File: config.mk
export PLATFORM = sky130hd
export DESIGN_NAME = midi_drum_track_event_encoder_flat
export DESIGN_NICKNAME = d
export VERILOG_FILES = /design/src/mdte_pkg.sv /design/src/mdte_ifs.sv /design/src/midi_drum_track_event_encoder.sv /design/src/mdte_front.sv /design/src/mdte_queue.sv /design/src/mdte_back.sv /design/src/flat_wrapper.sv
export SDC_FILE = /design/constraint.sdc
export NUM_CORES = 2
export LEC_CHECK = 0
export BUFFER_PORTS_ARGS = -buffer_cell sky130_fd_sc_hd__buf_2
export CAP_MARGIN = 0
export CORE_ASPECT_RATIO = 0.6
export CORE_UTILIZATION = 40
export CTS_CLUSTER_SIZE = 30
export DETAILED_ROUTE_END_ITERATION = 6
export GPL_TIMING_DRIVEN = 1
export PLACE_DENSITY = 0.61
export SETUP_SLACK_MARGIN = 0.02
export SKIP_LAST_GASP = 1
export SYNTH_ARGS = -nofsm -noshare
export SYNTH_HDL_FRONTEND = slang
export SYNTH_SLANG_ARGS = --single-unit
File: constraint.sdc
create_clock -name clk -period 21 [get_ports clk]
set_input_delay 4.2 -clock clk [delete_from_list [all_inputs] [get_ports clk]]
set_output_delay 4.2 -clock clk [all_outputs]
set_load 0.01 [all_outputs]
File: src/mdte_pkg.sv
// Package: shared types, codes and constants of the MIDI drum track event encoder.
`default_nettype none
package mdte_pkg;

  localparam int PAD_COUNT = 64;
  localparam int PAD_W     = (PAD_COUNT > 1) ? $clog2(PAD_COUNT) : 1;

  localparam int CFG_IDX_W  = 3;
  localparam int CFG_DATA_W = 18;

  localparam logic [1:0] OP_START = 2'd0;
  localparam logic [1:0] OP_NOTE  = 2'd1;
  localparam logic [1:0] OP_END   = 2'd2;

  localparam logic [CFG_IDX_W-1:0] REG_SAMPLE_RATE  = 3'd0;
  localparam logic [CFG_IDX_W-1:0] REG_TEMPO_BPM    = 3'd1;
  localparam logic [CFG_IDX_W-1:0] REG_TICKS_PER_QN = 3'd2;
  localparam logic [CFG_IDX_W-1:0] REG_START_NOTE   = 3'd3;
  localparam logic [CFG_IDX_W-1:0] REG_VELOCITY     = 3'd4;
  localparam logic [CFG_IDX_W-1:0] REG_NOTE_LENGTH  = 3'd5;

  localparam logic [25:0] TEMPO_US_NUM = 26'd60000000;
  localparam logic [27:0] DELTA_MAX    = 28'hFFFFFFF;
  localparam logic [7:0]  NOTE_ON_CH10  = 8'h99;
  localparam logic [7:0]  NOTE_OFF_CH10 = 8'h89;
  localparam logic [7:0]  META_PREFIX   = 8'hFF;
  localparam logic [7:0]  META_TEMPO    = 8'h51;
  localparam logic [7:0]  META_EOT      = 8'h2F;

  typedef enum logic [1:0] {CMD_START, CMD_NOTE, CMD_END} cmd_kind_t;

  typedef struct packed {
    cmd_kind_t   kind;
    logic [23:0] tempo_us;
    logic [27:0] delta;
    logic [6:0]  note;
    logic [6:0]  velocity;
    logic [15:0] length;
  } cmd_t;

  typedef enum logic [2:0] {F_IDLE, F_MUL1, F_MUL2, F_MUL3, F_DIV, F_PUSH} front_state_t;
  typedef enum logic [2:0] {B_IDLE, B_FIXED, B_DVLQ, B_ON, B_LVLQ, B_OFF} back_state_t;

  // index of the most significant non-empty 7-bit group
  function automatic logic [1:0] vlq_top(input logic [27:0] v);
    logic [1:0] g;
    if (v[27:21] != 7'd0) g = 2'd3;
    else if (v[20:14] != 7'd0) g = 2'd2;
    else if (v[13:7] != 7'd0) g = 2'd1;
    else g = 2'd0;
    return g;
  endfunction

  function automatic logic [7:0] vlq_byte(input logic [27:0] v, input logic [1:0] g);
    logic [6:0] grp;
    case (g)
      2'd0: grp = v[6:0];
      2'd1: grp = v[13:7];
      2'd2: grp = v[20:14];
      default: grp = v[27:21];
    endcase
    return {(g != 2'd0), grp};
  endfunction

endpackage
`default_nettype wire

File: src/mdte_ifs.sv
// Interfaces: input item channel, byte output channel and register write channel.
`default_nettype none
interface mdte_in_if;
  logic        valid;
  logic        ready;
  logic [1:0]  opcode;
  logic [30:0] frame_position;
  modport source (output valid, opcode, frame_position, input ready);
  modport sink (input valid, opcode, frame_position, output ready);
endinterface

interface mdte_out_if;
  logic       valid;
  logic       ready;
  logic [7:0] out_byte;
  logic       last_byte;
  modport source (output valid, out_byte, last_byte, input ready);
  modport sink (input valid, out_byte, last_byte, output ready);
endinterface

interface mdte_cfg_if import mdte_pkg::*; ();
  logic                  valid;
  logic                  ready;
  logic [CFG_IDX_W-1:0]  index;
  logic [CFG_DATA_W-1:0] data;
  modport source (output valid, index, data, input ready);
  modport sink (input valid, index, data, output ready);
endinterface
`default_nettype wire

File: src/midi_drum_track_event_encoder.sv
// Top level: front computes each event, queue decouples, back streams the bytes.
// A note item runs two multiply steps, a setup step, a 58-step restoring divider
// and one push in the front; a start item only the shared divider and the push;
// an end item only the push. The front takes a new item once the last is pushed;
// the back drains up to 13 bytes per item in parallel, one per cycle unless stalled.
// Reset (rst, synchronous) restores register defaults and clears queue and state.
`default_nettype none
module midi_drum_track_event_encoder import mdte_pkg::*; (
  input  logic       clk,
  input  logic       rst,
  mdte_in_if.sink    in_ch,
  mdte_cfg_if.sink   cfg,
  mdte_out_if.source out_ch
);

  logic push_valid;
  logic push_ready;
  cmd_t push_data;
  logic pop_valid;
  logic pop_ready;
  cmd_t pop_data;

  mdte_front u_front (
    .clk(clk), .rst(rst), .in_ch(in_ch), .cfg(cfg),
    .push_valid(push_valid), .push_ready(push_ready), .push_data(push_data)
  );

  mdte_queue u_queue (
    .clk(clk), .rst(rst),
    .push_valid(push_valid), .push_ready(push_ready), .push_data(push_data),
    .pop_valid(pop_valid), .pop_ready(pop_ready), .pop_data(pop_data)
  );

  mdte_back u_back (
    .clk(clk), .rst(rst),
    .pop_valid(pop_valid), .pop_ready(pop_ready), .pop_data(pop_data),
    .out_ch(out_ch)
  );

endmodule
`default_nettype wire

File: src/mdte_front.sv
// Front: config registers, item accept, tick/tempo arithmetic and command build.
`default_nettype none
module mdte_front import mdte_pkg::*; (
  input  logic       clk,
  input  logic       rst,
  mdte_in_if.sink    in_ch,
  mdte_cfg_if.sink   cfg,
  output logic       push_valid,
  input  logic       push_ready,
  output cmd_t       push_data
);

  logic [17:0] frame_rate;
  logic [9:0]  tempo_bpm;
  logic [14:0] ticks_per_quarter;
  logic [6:0]  start_note;
  logic [6:0]  note_velocity;
  logic [15:0] note_length;

  logic [39:0]      prev_end;
  logic [PAD_W-1:0] pad;

  front_state_t state, state_next;
  cmd_kind_t    kind;
  logic [30:0]  frames;
  logic [55:0]  prod;
  logic [23:0]  den;
  logic [57:0]  dvd;
  logic [24:0]  dvs;
  logic [24:0]  rem;
  logic [57:0]  quot;
  logic [5:0]   dcnt;

  logic        in_acc;
  logic [25:0] remsh;
  logic        ge;
  logic [57:0] diff;
  logic        ahead;
  logic [58:0] end_sum;
  logic [17:0] rate_eff;
  logic [9:0]  bpm_eff;

  assign cfg.ready   = 1'b1;
  assign in_ch.ready = (state == F_IDLE);
  assign in_acc      = in_ch.valid && in_ch.ready;
  assign rate_eff    = (frame_rate == 18'd0) ? 18'd1 : frame_rate;
  assign bpm_eff     = (tempo_bpm == 10'd0) ? 10'd1 : tempo_bpm;

  always_ff @(posedge clk) begin
    if (rst) begin
      frame_rate        <= 18'd44100;
      tempo_bpm         <= 10'd120;
      ticks_per_quarter <= 15'd96;
      start_note        <= 7'd36;
      note_velocity     <= 7'd100;
      note_length       <= 16'd24;
    end else if (cfg.valid) begin
      case (cfg.index)
        REG_SAMPLE_RATE:  frame_rate        <= cfg.data;
        REG_TEMPO_BPM:    tempo_bpm         <= cfg.data[9:0];
        REG_TICKS_PER_QN: ticks_per_quarter <= cfg.data[14:0];
        REG_START_NOTE:   start_note        <= cfg.data[6:0];
        REG_VELOCITY:     note_velocity     <= cfg.data[6:0];
        REG_NOTE_LENGTH:  note_length       <= cfg.data[15:0];
        default: ;
      endcase
    end
  end

  always_ff @(posedge clk) begin
    if (rst) state <= F_IDLE;
    else state <= state_next;
  end

  always_comb begin
    state_next = state;
    case (state)
      F_IDLE: begin
        if (in_acc) begin
          case (in_ch.opcode)
            OP_START: state_next = F_DIV;
            OP_NOTE:  state_next = F_MUL1;
            OP_END:   state_next = F_PUSH;
            default:  state_next = F_IDLE;
          endcase
        end
      end
      F_MUL1: state_next = F_MUL2;
      F_MUL2: state_next = F_MUL3;
      F_MUL3: state_next = F_DIV;
      F_DIV:  if (dcnt == 6'd0) state_next = F_PUSH;
      F_PUSH: if (push_ready) state_next = F_IDLE;
      default: state_next = F_IDLE;
    endcase
  end

  // one restoring division step per cycle
  assign remsh = {rem, dvd[57]};
  assign ge    = (remsh >= {1'b0, dvs});

  always_ff @(posedge clk) begin
    case (state)
      F_IDLE: begin
        if (in_acc) begin
          frames <= in_ch.frame_position;
          case (in_ch.opcode)
            OP_START: kind <= CMD_START;
            OP_NOTE:  kind <= CMD_NOTE;
            default:  kind <= CMD_END;
          endcase
          dvd  <= 58'(TEMPO_US_NUM);
          dvs  <= 25'(bpm_eff);
          rem  <= 25'd0;
          dcnt <= 6'd57;
        end
      end
      F_MUL1: begin
        prod <= 56'(41'(frames) * 41'(tempo_bpm));
        den  <= 24'(rate_eff) * 24'd60;
      end
      F_MUL2: prod <= 56'(prod[40:0]) * 56'(ticks_per_quarter);
      F_MUL3: begin
        dvd  <= {prod, 1'b0} + 58'(den);
        dvs  <= {den, 1'b0};
        rem  <= 25'd0;
        dcnt <= 6'd57;
      end
      F_DIV: begin
        rem  <= ge ? 25'(remsh - {1'b0, dvs}) : remsh[24:0];
        quot <= {quot[56:0], ge};
        dvd  <= {dvd[56:0], 1'b0};
        dcnt <= dcnt - 6'd1;
      end
      default: ;
    endcase
  end

  assign diff    = quot - {18'd0, prev_end};
  assign ahead   = (quot > {18'd0, prev_end});
  assign end_sum = {1'b0, quot} + 59'(note_length);

  always_comb begin
    push_valid         = (state == F_PUSH);
    push_data.kind     = kind;
    push_data.tempo_us = (quot > 58'hFFFFFF) ? 24'hFFFFFF : quot[23:0];
    if (!ahead) push_data.delta = 28'd0;
    else if (diff > 58'(DELTA_MAX)) push_data.delta = DELTA_MAX;
    else push_data.delta = diff[27:0];
    push_data.note     = start_note + 7'(pad);
    push_data.velocity = note_velocity;
    push_data.length   = note_length;
  end

  always_ff @(posedge clk) begin
    if (rst) begin
      prev_end <= 40'd0;
      pad      <= '0;
    end else if (push_valid && push_ready) begin
      case (kind)
        CMD_START: begin
          prev_end <= 40'd0;
          pad      <= '0;
        end
        CMD_NOTE: begin
          prev_end <= (end_sum > 59'hFF_FFFF_FFFF) ? 40'hFF_FFFF_FFFF : end_sum[39:0];
          pad      <= (pad == PAD_W'(PAD_COUNT - 1)) ? '0 : pad + PAD_W'(1);
        end
        default: ;
      endcase
    end
  end

endmodule
`default_nettype wire

File: src/mdte_queue.sv
// Two-entry command queue between the front and the back.
`default_nettype none
module mdte_queue import mdte_pkg::*; (
  input  logic clk,
  input  logic rst,
  input  logic push_valid,
  output logic push_ready,
  input  cmd_t push_data,
  output logic pop_valid,
  input  logic pop_ready,
  output cmd_t pop_data
);

  cmd_t       mem [2];
  logic       wptr;
  logic       rptr;
  logic [1:0] count;
  logic       do_push;
  logic       do_pop;

  assign push_ready = (count != 2'd2);
  assign pop_valid  = (count != 2'd0);
  assign pop_data   = mem[rptr];
  assign do_push    = push_valid && push_ready;
  assign do_pop     = pop_valid && pop_ready;

  always_ff @(posedge clk) begin
    if (do_push) mem[wptr] <= push_data;
  end

  always_ff @(posedge clk) begin
    if (rst) begin
      wptr  <= 1'b0;
      rptr  <= 1'b0;
      count <= 2'd0;
    end else begin
      if (do_push) wptr <= ~wptr;
      if (do_pop) rptr <= ~rptr;
      case ({do_push, do_pop})
        2'b10:   count <= count + 2'd1;
        2'b01:   count <= count - 2'd1;
        default: ;
      endcase
    end
  end

endmodule
`default_nettype wire

File: src/mdte_back.sv
// Back: serializes one command into track bytes through an output register.
`default_nettype none
module mdte_back import mdte_pkg::*; (
  input  logic       clk,
  input  logic       rst,
  input  logic       pop_valid,
  output logic       pop_ready,
  input  cmd_t       pop_data,
  mdte_out_if.source out_ch
);

  back_state_t state, state_next;
  cmd_t        cmd;
  logic [2:0]  cnt, cnt_next;
  logic        ovalid;
  logic [7:0]  obyte;
  logic        olast;
  logic        emit;
  logic [7:0]  byte_cur;
  logic        last_cur;

  assign out_ch.valid     = ovalid;
  assign out_ch.out_byte  = obyte;
  assign out_ch.last_byte = olast;
  assign pop_ready        = (state == B_IDLE);
  assign emit             = (state != B_IDLE) && (!ovalid || out_ch.ready);

  always_comb begin
    state_next = state;
    cnt_next   = cnt;
    byte_cur   = 8'h00;
    last_cur   = 1'b0;
    case (state)
      B_IDLE: begin
        if (pop_valid) begin
          if (pop_data.kind == CMD_NOTE) begin
            state_next = B_DVLQ;
            cnt_next   = {1'b0, vlq_top(pop_data.delta)};
          end else begin
            state_next = B_FIXED;
            cnt_next   = 3'd0;
          end
        end
      end
      B_FIXED: begin
        if (cmd.kind == CMD_START) begin
          case (cnt)
            3'd0: byte_cur = 8'h00;
            3'd1: byte_cur = META_PREFIX;
            3'd2: byte_cur = META_TEMPO;
            3'd3: byte_cur = 8'h03;
            3'd4: byte_cur = cmd.tempo_us[23:16];
            3'd5: byte_cur = cmd.tempo_us[15:8];
            default: byte_cur = cmd.tempo_us[7:0];
          endcase
          last_cur = (cnt == 3'd6);
        end else begin
          case (cnt)
            3'd1: byte_cur = META_PREFIX;
            3'd2: byte_cur = META_EOT;
            default: byte_cur = 8'h00;
          endcase
          last_cur = (cnt == 3'd3);
        end
        if (emit) begin
          cnt_next = cnt + 3'd1;
          if (last_cur) state_next = B_IDLE;
        end
      end
      B_DVLQ: begin
        byte_cur = vlq_byte(cmd.delta, cnt[1:0]);
        if (emit) begin
          if (cnt == 3'd0) state_next = B_ON;
          else cnt_next = cnt - 3'd1;
        end
      end
      B_ON: begin
        case (cnt)
          3'd0: byte_cur = NOTE_ON_CH10;
          3'd1: byte_cur = {1'b0, cmd.note};
          default: byte_cur = {1'b0, cmd.velocity};
        endcase
        if (emit) begin
          if (cnt == 3'd2) begin
            state_next = B_LVLQ;
            cnt_next   = {1'b0, vlq_top(28'(cmd.length))};
          end else begin
            cnt_next = cnt + 3'd1;
          end
        end
      end
      B_LVLQ: begin
        byte_cur = vlq_byte(28'(cmd.length), cnt[1:0]);
        if (emit) begin
          if (cnt == 3'd0) state_next = B_OFF;
          else cnt_next = cnt - 3'd1;
        end
      end
      B_OFF: begin
        case (cnt)
          3'd0: byte_cur = NOTE_OFF_CH10;
          3'd1: byte_cur = {1'b0, cmd.note};
          default: byte_cur = 8'h00;
        endcase
        last_cur = (cnt == 3'd2);
        if (emit) begin
          if (last_cur) state_next = B_IDLE;
          else cnt_next = cnt + 3'd1;
        end
      end
      default: state_next = B_IDLE;
    endcase
  end

  always_ff @(posedge clk) begin
    if (rst) begin
      state  <= B_IDLE;
      cnt    <= 3'd0;
      ovalid <= 1'b0;
    end else begin
      state <= state_next;
      cnt   <= cnt_next;
      if (emit) ovalid <= 1'b1;
      else if (out_ch.ready) ovalid <= 1'b0;
    end
  end

  always_ff @(posedge clk) begin
    if (state == B_IDLE && pop_valid) cmd <= pop_data;
    if (emit) begin
      obyte <= byte_cur;
      olast <= last_cur;
    end
  end

endmodule
`default_nettype wire

File: src/flat_wrapper.sv
// flat-port wrapper written by rule: the top's interface ports become plain ports
module midi_drum_track_event_encoder_flat import mdte_pkg::*;
  (clk, rst, in_ch_valid, in_ch_opcode, in_ch_frame_position, in_ch_ready, cfg_valid, cfg_index, cfg_data, cfg_ready, out_ch_valid, out_ch_out_byte, out_ch_last_byte, out_ch_ready);
  mdte_in_if in_ch_i ();
  mdte_cfg_if cfg_i ();
  mdte_out_if out_ch_i ();
  input  logic clk;
  input  logic rst;
  input wire logic [$bits(in_ch_i.valid)-1:0] in_ch_valid;
  input wire logic [$bits(in_ch_i.opcode)-1:0] in_ch_opcode;
  input wire logic [$bits(in_ch_i.frame_position)-1:0] in_ch_frame_position;
  output wire logic [$bits(in_ch_i.ready)-1:0] in_ch_ready;
  input wire logic [$bits(cfg_i.valid)-1:0] cfg_valid;
  input wire logic [$bits(cfg_i.index)-1:0] cfg_index;
  input wire logic [$bits(cfg_i.data)-1:0] cfg_data;
  output wire logic [$bits(cfg_i.ready)-1:0] cfg_ready;
  output wire logic [$bits(out_ch_i.valid)-1:0] out_ch_valid;
  output wire logic [$bits(out_ch_i.out_byte)-1:0] out_ch_out_byte;
  output wire logic [$bits(out_ch_i.last_byte)-1:0] out_ch_last_byte;
  input wire logic [$bits(out_ch_i.ready)-1:0] out_ch_ready;
  assign in_ch_i.valid = in_ch_valid;
  assign in_ch_i.opcode = in_ch_opcode;
  assign in_ch_i.frame_position = in_ch_frame_position;
  assign in_ch_ready = in_ch_i.ready;
  assign cfg_i.valid = cfg_valid;
  assign cfg_i.index = cfg_index;
  assign cfg_i.data = cfg_data;
  assign cfg_ready = cfg_i.ready;
  assign out_ch_valid = out_ch_i.valid;
  assign out_ch_out_byte = out_ch_i.out_byte;
  assign out_ch_last_byte = out_ch_i.last_byte;
  assign out_ch_i.ready = out_ch_ready;
  midi_drum_track_event_encoder u_core (.clk(clk), .rst(rst), .in_ch(in_ch_i), .cfg(cfg_i), .out_ch(out_ch_i));
endmodule
==> impl_summary.txt <==
----------------------------------------------------
[Synth]
  Async set-reset flop share out of synthesis ... 0%
  Post-Synthesis Cell Area ... 63500 um2
  Adder and majority cell fraction of the synthesized area ... 31.2%
  Share of synthesized cell area in and, or, nand and nor gates ... 16.3%
  EDFF count, synth ... 543
  Fraction of synthesized area in multiplexers ... 2.02%
  Sequential cell area fraction in the yosys report ... 29.9%
  Count of warnings emitted by yosys ... 0
  Average cell area after synthesis ... 9.73 um2
  Post-synthesis instance total ... 6521
  Main combinational cell family by area after synthesis ... adder cells
  Xor/xnor cell area share of the yosys netlist ... 3.34%
  Main flop type after synthesis ... sky130_fd_sc_hd__edfxtp_1
  Compound-cell area share of the yosys netlist ... 9.95%
  Number of unique standard cell types used by synthesis ... 82
  Synth Net Count ... 7698
  Total of flip-flops plus latches after synthesis ... 677

[Die]
  Area of the die ... 160000 um2
  Height of the chip ... 311 um
  Initial standard-cell utilization of the core ... 40.6%
  Ports ... 71
  Total number of placement rows ... 112
  Core outline area ... 156000 um2
  Horizontal die dimension ... 516 um

[STA]
  Number of slew-limit violations in the final report ... 0
  Count of endpoints failing setup in the final report ... 0
  Slew @ Worst Pin ... 1.15 ns
  Max-slew headroom ... 22.5%
  Final period demand of the worst path ... 8.66 ns
  Share of the clock period used by the worst path after layout ... 41.2%
  Unrepaired setup endpoints after global routing ... no
  Post-route setup TNS ... 0 ns
  Final-report hold violation count ... 0
  Layout Skew ... 0.0579 ns
  FMAX ... 0.116 GHz

[Cells and area]
  Layout Cell Area excl Fill ... 68000 um2
  Number of nets in the layout ... 7555
  Number of inserted filler cells in the final layout ... 15100
  Synth-to-layout area growth ... 7.08%
  Fraction of final layout cells with drive strength greater than 1 ... 6.06%

[Setup path]
  Type of element capturing the critical path ... flip-flop
  Arrival time of the worst setup path ... 9.05 ns
  Reg-to-reg slack, setup ... 12.34 ns
  Startpoint type of the worst setup path ... flip-flop
  Class of the most critical setup path ... flip-flop to flip-flop
  Required @ worst endpoint ... 21.39 ns
  Start of the worst register-to-register path ... u_core.u_front.ticks_per_quarter[12]
  Cell count of the worst reg-to-reg path ... 22
  Endpoint of the worst register-to-register path ... u_core.u_front.prod[52]
  CP Max Fanout ... 42

[Detailed routing]
  Average detailed-routed wire length per instance ... 22.0 um
  Wire length reported by the detailed router ... 188000 um
  DRC violation count after routing ... 0
  Via Count ... 46900
  DR iter-0 viols ... 4851
  Number of nets still failing antenna checks after routing ... 0
  TritonRoute pass-1 iters ... 5
  Vias/cell ... 5.49

[Power and ir drop]
  Max IR drop VDD ... 0.000130 V
  Static leakage ... 28.6 nW
  Cell area power density ... 126 nW/um2

[Clock network]
  Total clock buffers created by CTS ... 67
  Maximum clock path buffer count ... 3
  Clock root buffer master ... sky130_fd_sc_hd__clkbuf_16
  Skew-Pair Late Insertion Delay ... 0.69 ns
  Hold buffer count at CTS ... 0
  H-tree Lvls ... 3
  Post-CTS setup buffer count ... 0
  Clock tree from TritonCTS ... yes
  Clock transition time at the flip-flop clock pins of the worst setup and hold paths ... 0.06 ns
  CTS resizes ... 0
  CTS sink count ... 677

[Hold path]
  Min-Delay Startpoint ... u_core.u_front.prev_end[29]
  Worst hold path type ... flip-flop to flip-flop
  Worst hold path stage count ... 1
  Endpoint of the worst hold path ... u_core.u_front.prev_end[29]

[Global routing]
  Global-route wire length before repair ... 292000 um
  Number of global-route vias before repair ... 46800
  Total global-route track usage ... 23.7%
  Global route overflow ... 0
  Maximum number of pins on one net before global-route repair ... 72
  Number of antenna violations at the first check in global routing ... 8

[Placement]
  Post-DP HPWL ... 143000 um
  Final estimated routing congestion in global placement ... 0.943
  Cell area after placement ... 65700 um2
  Port Buffer Count ... 69

[Run status]
  Result of the run ... completed

[Flow run]
  Reported max-cap violation count ... 0

----------------------------------------------------
[worst max path at each step]
stage,start,endpoint,slack [ns],cells after the start
floorplan,in_ch_valid,u_core.u_front.dcnt[0],9.63,2
global placement,u_core.u_front.ticks_per_quarter[12],u_core.u_front.prod[52],12.67,22
detailed placement,u_core.u_front.ticks_per_quarter[13],u_core.u_front.prod[52],12.58,22
CTS,u_core.u_front.ticks_per_quarter[13],u_core.u_front.prod[55],12.54,23
global route,u_core.u_front.ticks_per_quarter[12],u_core.u_front.prod[52],12.05,22
finish,u_core.u_front.ticks_per_quarter[12],u_core.u_front.prod[52],12.34,22
[sequential cells by signal (all words and copies together), names as in the netlist, 3 cells and up, named ones only]
register	flops
u_core.u_queue.mem	168
u_core.u_back.cmd	84
u_core.u_front.quot	58
u_core.u_front.dvd	57
u_core.u_front.prod	56
u_core.u_front.prev_end	40
u_core.u_front.frames	31
u_core.u_front.dvs	25
u_core.u_front.rem	25
u_core.u_front.den	22
u_core.u_front.frame_rate	18
u_core.u_front.note_length	16
u_core.u_front.ticks_per_quarter	15
u_core.u_front.tempo_bpm	10
u_core.u_back.out_ch.out_byte	8
u_core.u_front.note_velocity	7
u_core.u_front.start_note	7
u_core.u_front.dcnt	6
u_core.u_front.pad	6
u_core.u_back.cnt	3
u_core.u_back.state	3
u_core.u_front.state	3
[report_power, final]
part | total (W) | internal, W | leakage, nW | switching (W)
registers | 0.00203 | 0.00169 | 6.02 | 0.000342
logic | 0.00523 | 0.00200 | 21.5 | 0.00323
clock network | 0.00129 | 0.000713 | 1.10 | 0.000578
[worst max-delay path, cell delays in order, from the launching register on]
cell and delay, ns:
sky130_fd_sc_hd__dfxtp_2 1.08, sky130_fd_sc_hd__and2_1 0.28, sky130_fd_sc_hd__fa_1 0.44, sky130_fd_sc_hd__fa_1 0.53, sky130_fd_sc_hd__fa_1 0.52, sky130_fd_sc_hd__fa_1 0.52
sky130_fd_sc_hd__fa_1 0.62, sky130_fd_sc_hd__inv_1 0.08, sky130_fd_sc_hd__fa_1 0.57, sky130_fd_sc_hd__inv_1 0.05, sky130_fd_sc_hd__ha_1 0.38, sky130_fd_sc_hd__and4_1 0.22
sky130_fd_sc_hd__a211oi_1 0.31, sky130_fd_sc_hd__o21ai_0 0.15, sky130_fd_sc_hd__a21oi_1 0.28, sky130_fd_sc_hd__nor2b_1 0.08, sky130_fd_sc_hd__a211oi_1 0.36, sky130_fd_sc_hd__a21boi_0 0.24
sky130_fd_sc_hd__o41ai_1 0.96, sky130_fd_sc_hd__o31a_1 0.34, sky130_fd_sc_hd__o21ai_0 0.13, sky130_fd_sc_hd__xnor2_1 0.16, sky130_fd_sc_hd__nor2_1 0.06
[cell type report]
type / count / area, um2 / area share [%]
Timing Repair Buffer: 129 / 796 / 1.17
Antenna cell: 3 / 7.51 / 0.0110
Clock buffer: 81 / 1770 / 2.61
Inverter: 883 / 3320 / 4.88
Sequential cell: 677 / 19000 / 28.0
Clock inverter: 42 / 512 / 0.753
Multi-Input combinational cell: 4620 / 39900 / 58.7
Tap cell: 2109 / 2640 / 3.88
[metrics by stage]
step	utilization, %	std cells	total power [W]	worst slack, ns	hold WS [ns]
6_report	43.4	8544	0.00855	12.34	0.451
5_1_grt	43.4	8543	0.00928	12.05	0.468
4_1_cts	43.4	8541	0.00848	12.54	0.453
3_5_place_dp	42.0	8418	0.00712	12.58	0.437
3_3_place_gp	42.0	8418	0.00710	12.67	0.431
2_1_floorplan	-	6521	0.00553	9.63	0.421
[logic make-up (layout without fill, tap and decap cells)]
kind of cell / Yosys count / count (layout)
AO/OA/AOI/OAI: 990 / 990
XOR/XNOR: 242 / 242
adder cells (fa/ha/maj): 1118 / 1118
buffers and inverters: 1224 / 1135
flip-flops: 677 / 677
multiplexers: 117 / 117
other: 1 / 4
AND/OR/NAND/NOR: 2152 / 2152
[synthesized netlist by cell type, types with 11 or more instances]
cell type / number / area [um2]
sky130_fd_sc_hd__or3_1: 19 / 119
sky130_fd_sc_hd__nor2_1: 282 / 1060
sky130_fd_sc_hd__xor2_1: 103 / 902
sky130_fd_sc_hd__nor3_1: 73 / 365
sky130_fd_sc_hd__inv_1: 882 / 3310
sky130_fd_sc_hd__nand3_1: 103 / 515
sky130_fd_sc_hd__nand2b_1: 40 / 250
sky130_fd_sc_hd__a211oi_1: 28 / 210
sky130_fd_sc_hd__or2_2: 35 / 219
sky130_fd_sc_hd__edfxtp_1: 543 / 16300
sky130_fd_sc_hd__nand2_1: 921 / 3460
sky130_fd_sc_hd__a21o_1: 92 / 691
sky130_fd_sc_hd__a21boi_0: 11 / 82.6
sky130_fd_sc_hd__o211ai_1: 22 / 165
sky130_fd_sc_hd__and3_1: 34 / 213
sky130_fd_sc_hd__nor4_1: 28 / 175
sky130_fd_sc_hd__mux2_2: 88 / 991
sky130_fd_sc_hd__o31ai_1: 13 / 97.6
sky130_fd_sc_hd__and2_1: 474 / 2970
sky130_fd_sc_hd__a21oi_1: 338 / 1690
sky130_fd_sc_hd__mux2i_1: 29 / 290
sky130_fd_sc_hd__fa_1: 771 / 15400
sky130_fd_sc_hd__a31oi_1: 24 / 150
sky130_fd_sc_hd__dfxtp_1: 134 / 2680
sky130_fd_sc_hd__xnor2_1: 139 / 1220
sky130_fd_sc_hd__nor2b_1: 45 / 282
sky130_fd_sc_hd__o21a_1: 33 / 248
sky130_fd_sc_hd__buf_1: 25 / 93.8
sky130_fd_sc_hd__o21ai_0: 215 / 1080
sky130_fd_sc_hd__a22o_1: 12 / 105
sky130_fd_sc_hd__ha_1: 347 / 4340
sky130_fd_sc_hd__nand4_1: 48 / 300
sky130_fd_sc_hd__o21bai_1: 37 / 278
sky130_fd_sc_hd__a221o_1: 36 / 360
sky130_fd_sc_hd__a221oi_1: 14 / 123
sky130_fd_sc_hd__clkbuf_1: 310 / 1160
[metal layers]
layer	GRT usage (%)	up-vias	routed length, um
li1	-	21100	-
met1	39.2	23500	94400
met2	29.6	2165	69200
met3	7.20	151	21900
met4	3.70	6	2470
met5	0	-	40
[placed cells by master, fill, tap and decap left out, types with 68 or more instances in the layout]
master                      instances
sky130_fd_sc_hd__inv_1            881
sky130_fd_sc_hd__o21ai_0          215
sky130_fd_sc_hd__xnor2_1          139
sky130_fd_sc_hd__xor2_1           103
sky130_fd_sc_hd__buf_2             69
sky130_fd_sc_hd__a21oi_1          338
sky130_fd_sc_hd__nand3_1          103
sky130_fd_sc_hd__dfxtp_1          129
sky130_fd_sc_hd__ha_1             347
sky130_fd_sc_hd__nand2_1          920
sky130_fd_sc_hd__nor2_1           275
sky130_fd_sc_hd__fa_1             771
sky130_fd_sc_hd__a21o_1            92
sky130_fd_sc_hd__nor3_1            72
sky130_fd_sc_hd__edfxtp_1         543
sky130_fd_sc_hd__and2_1           472
sky130_fd_sc_hd__mux2_2            88
sky130_fd_sc_hd__clkbuf_16         68
(Power assumes the default switching activity.)
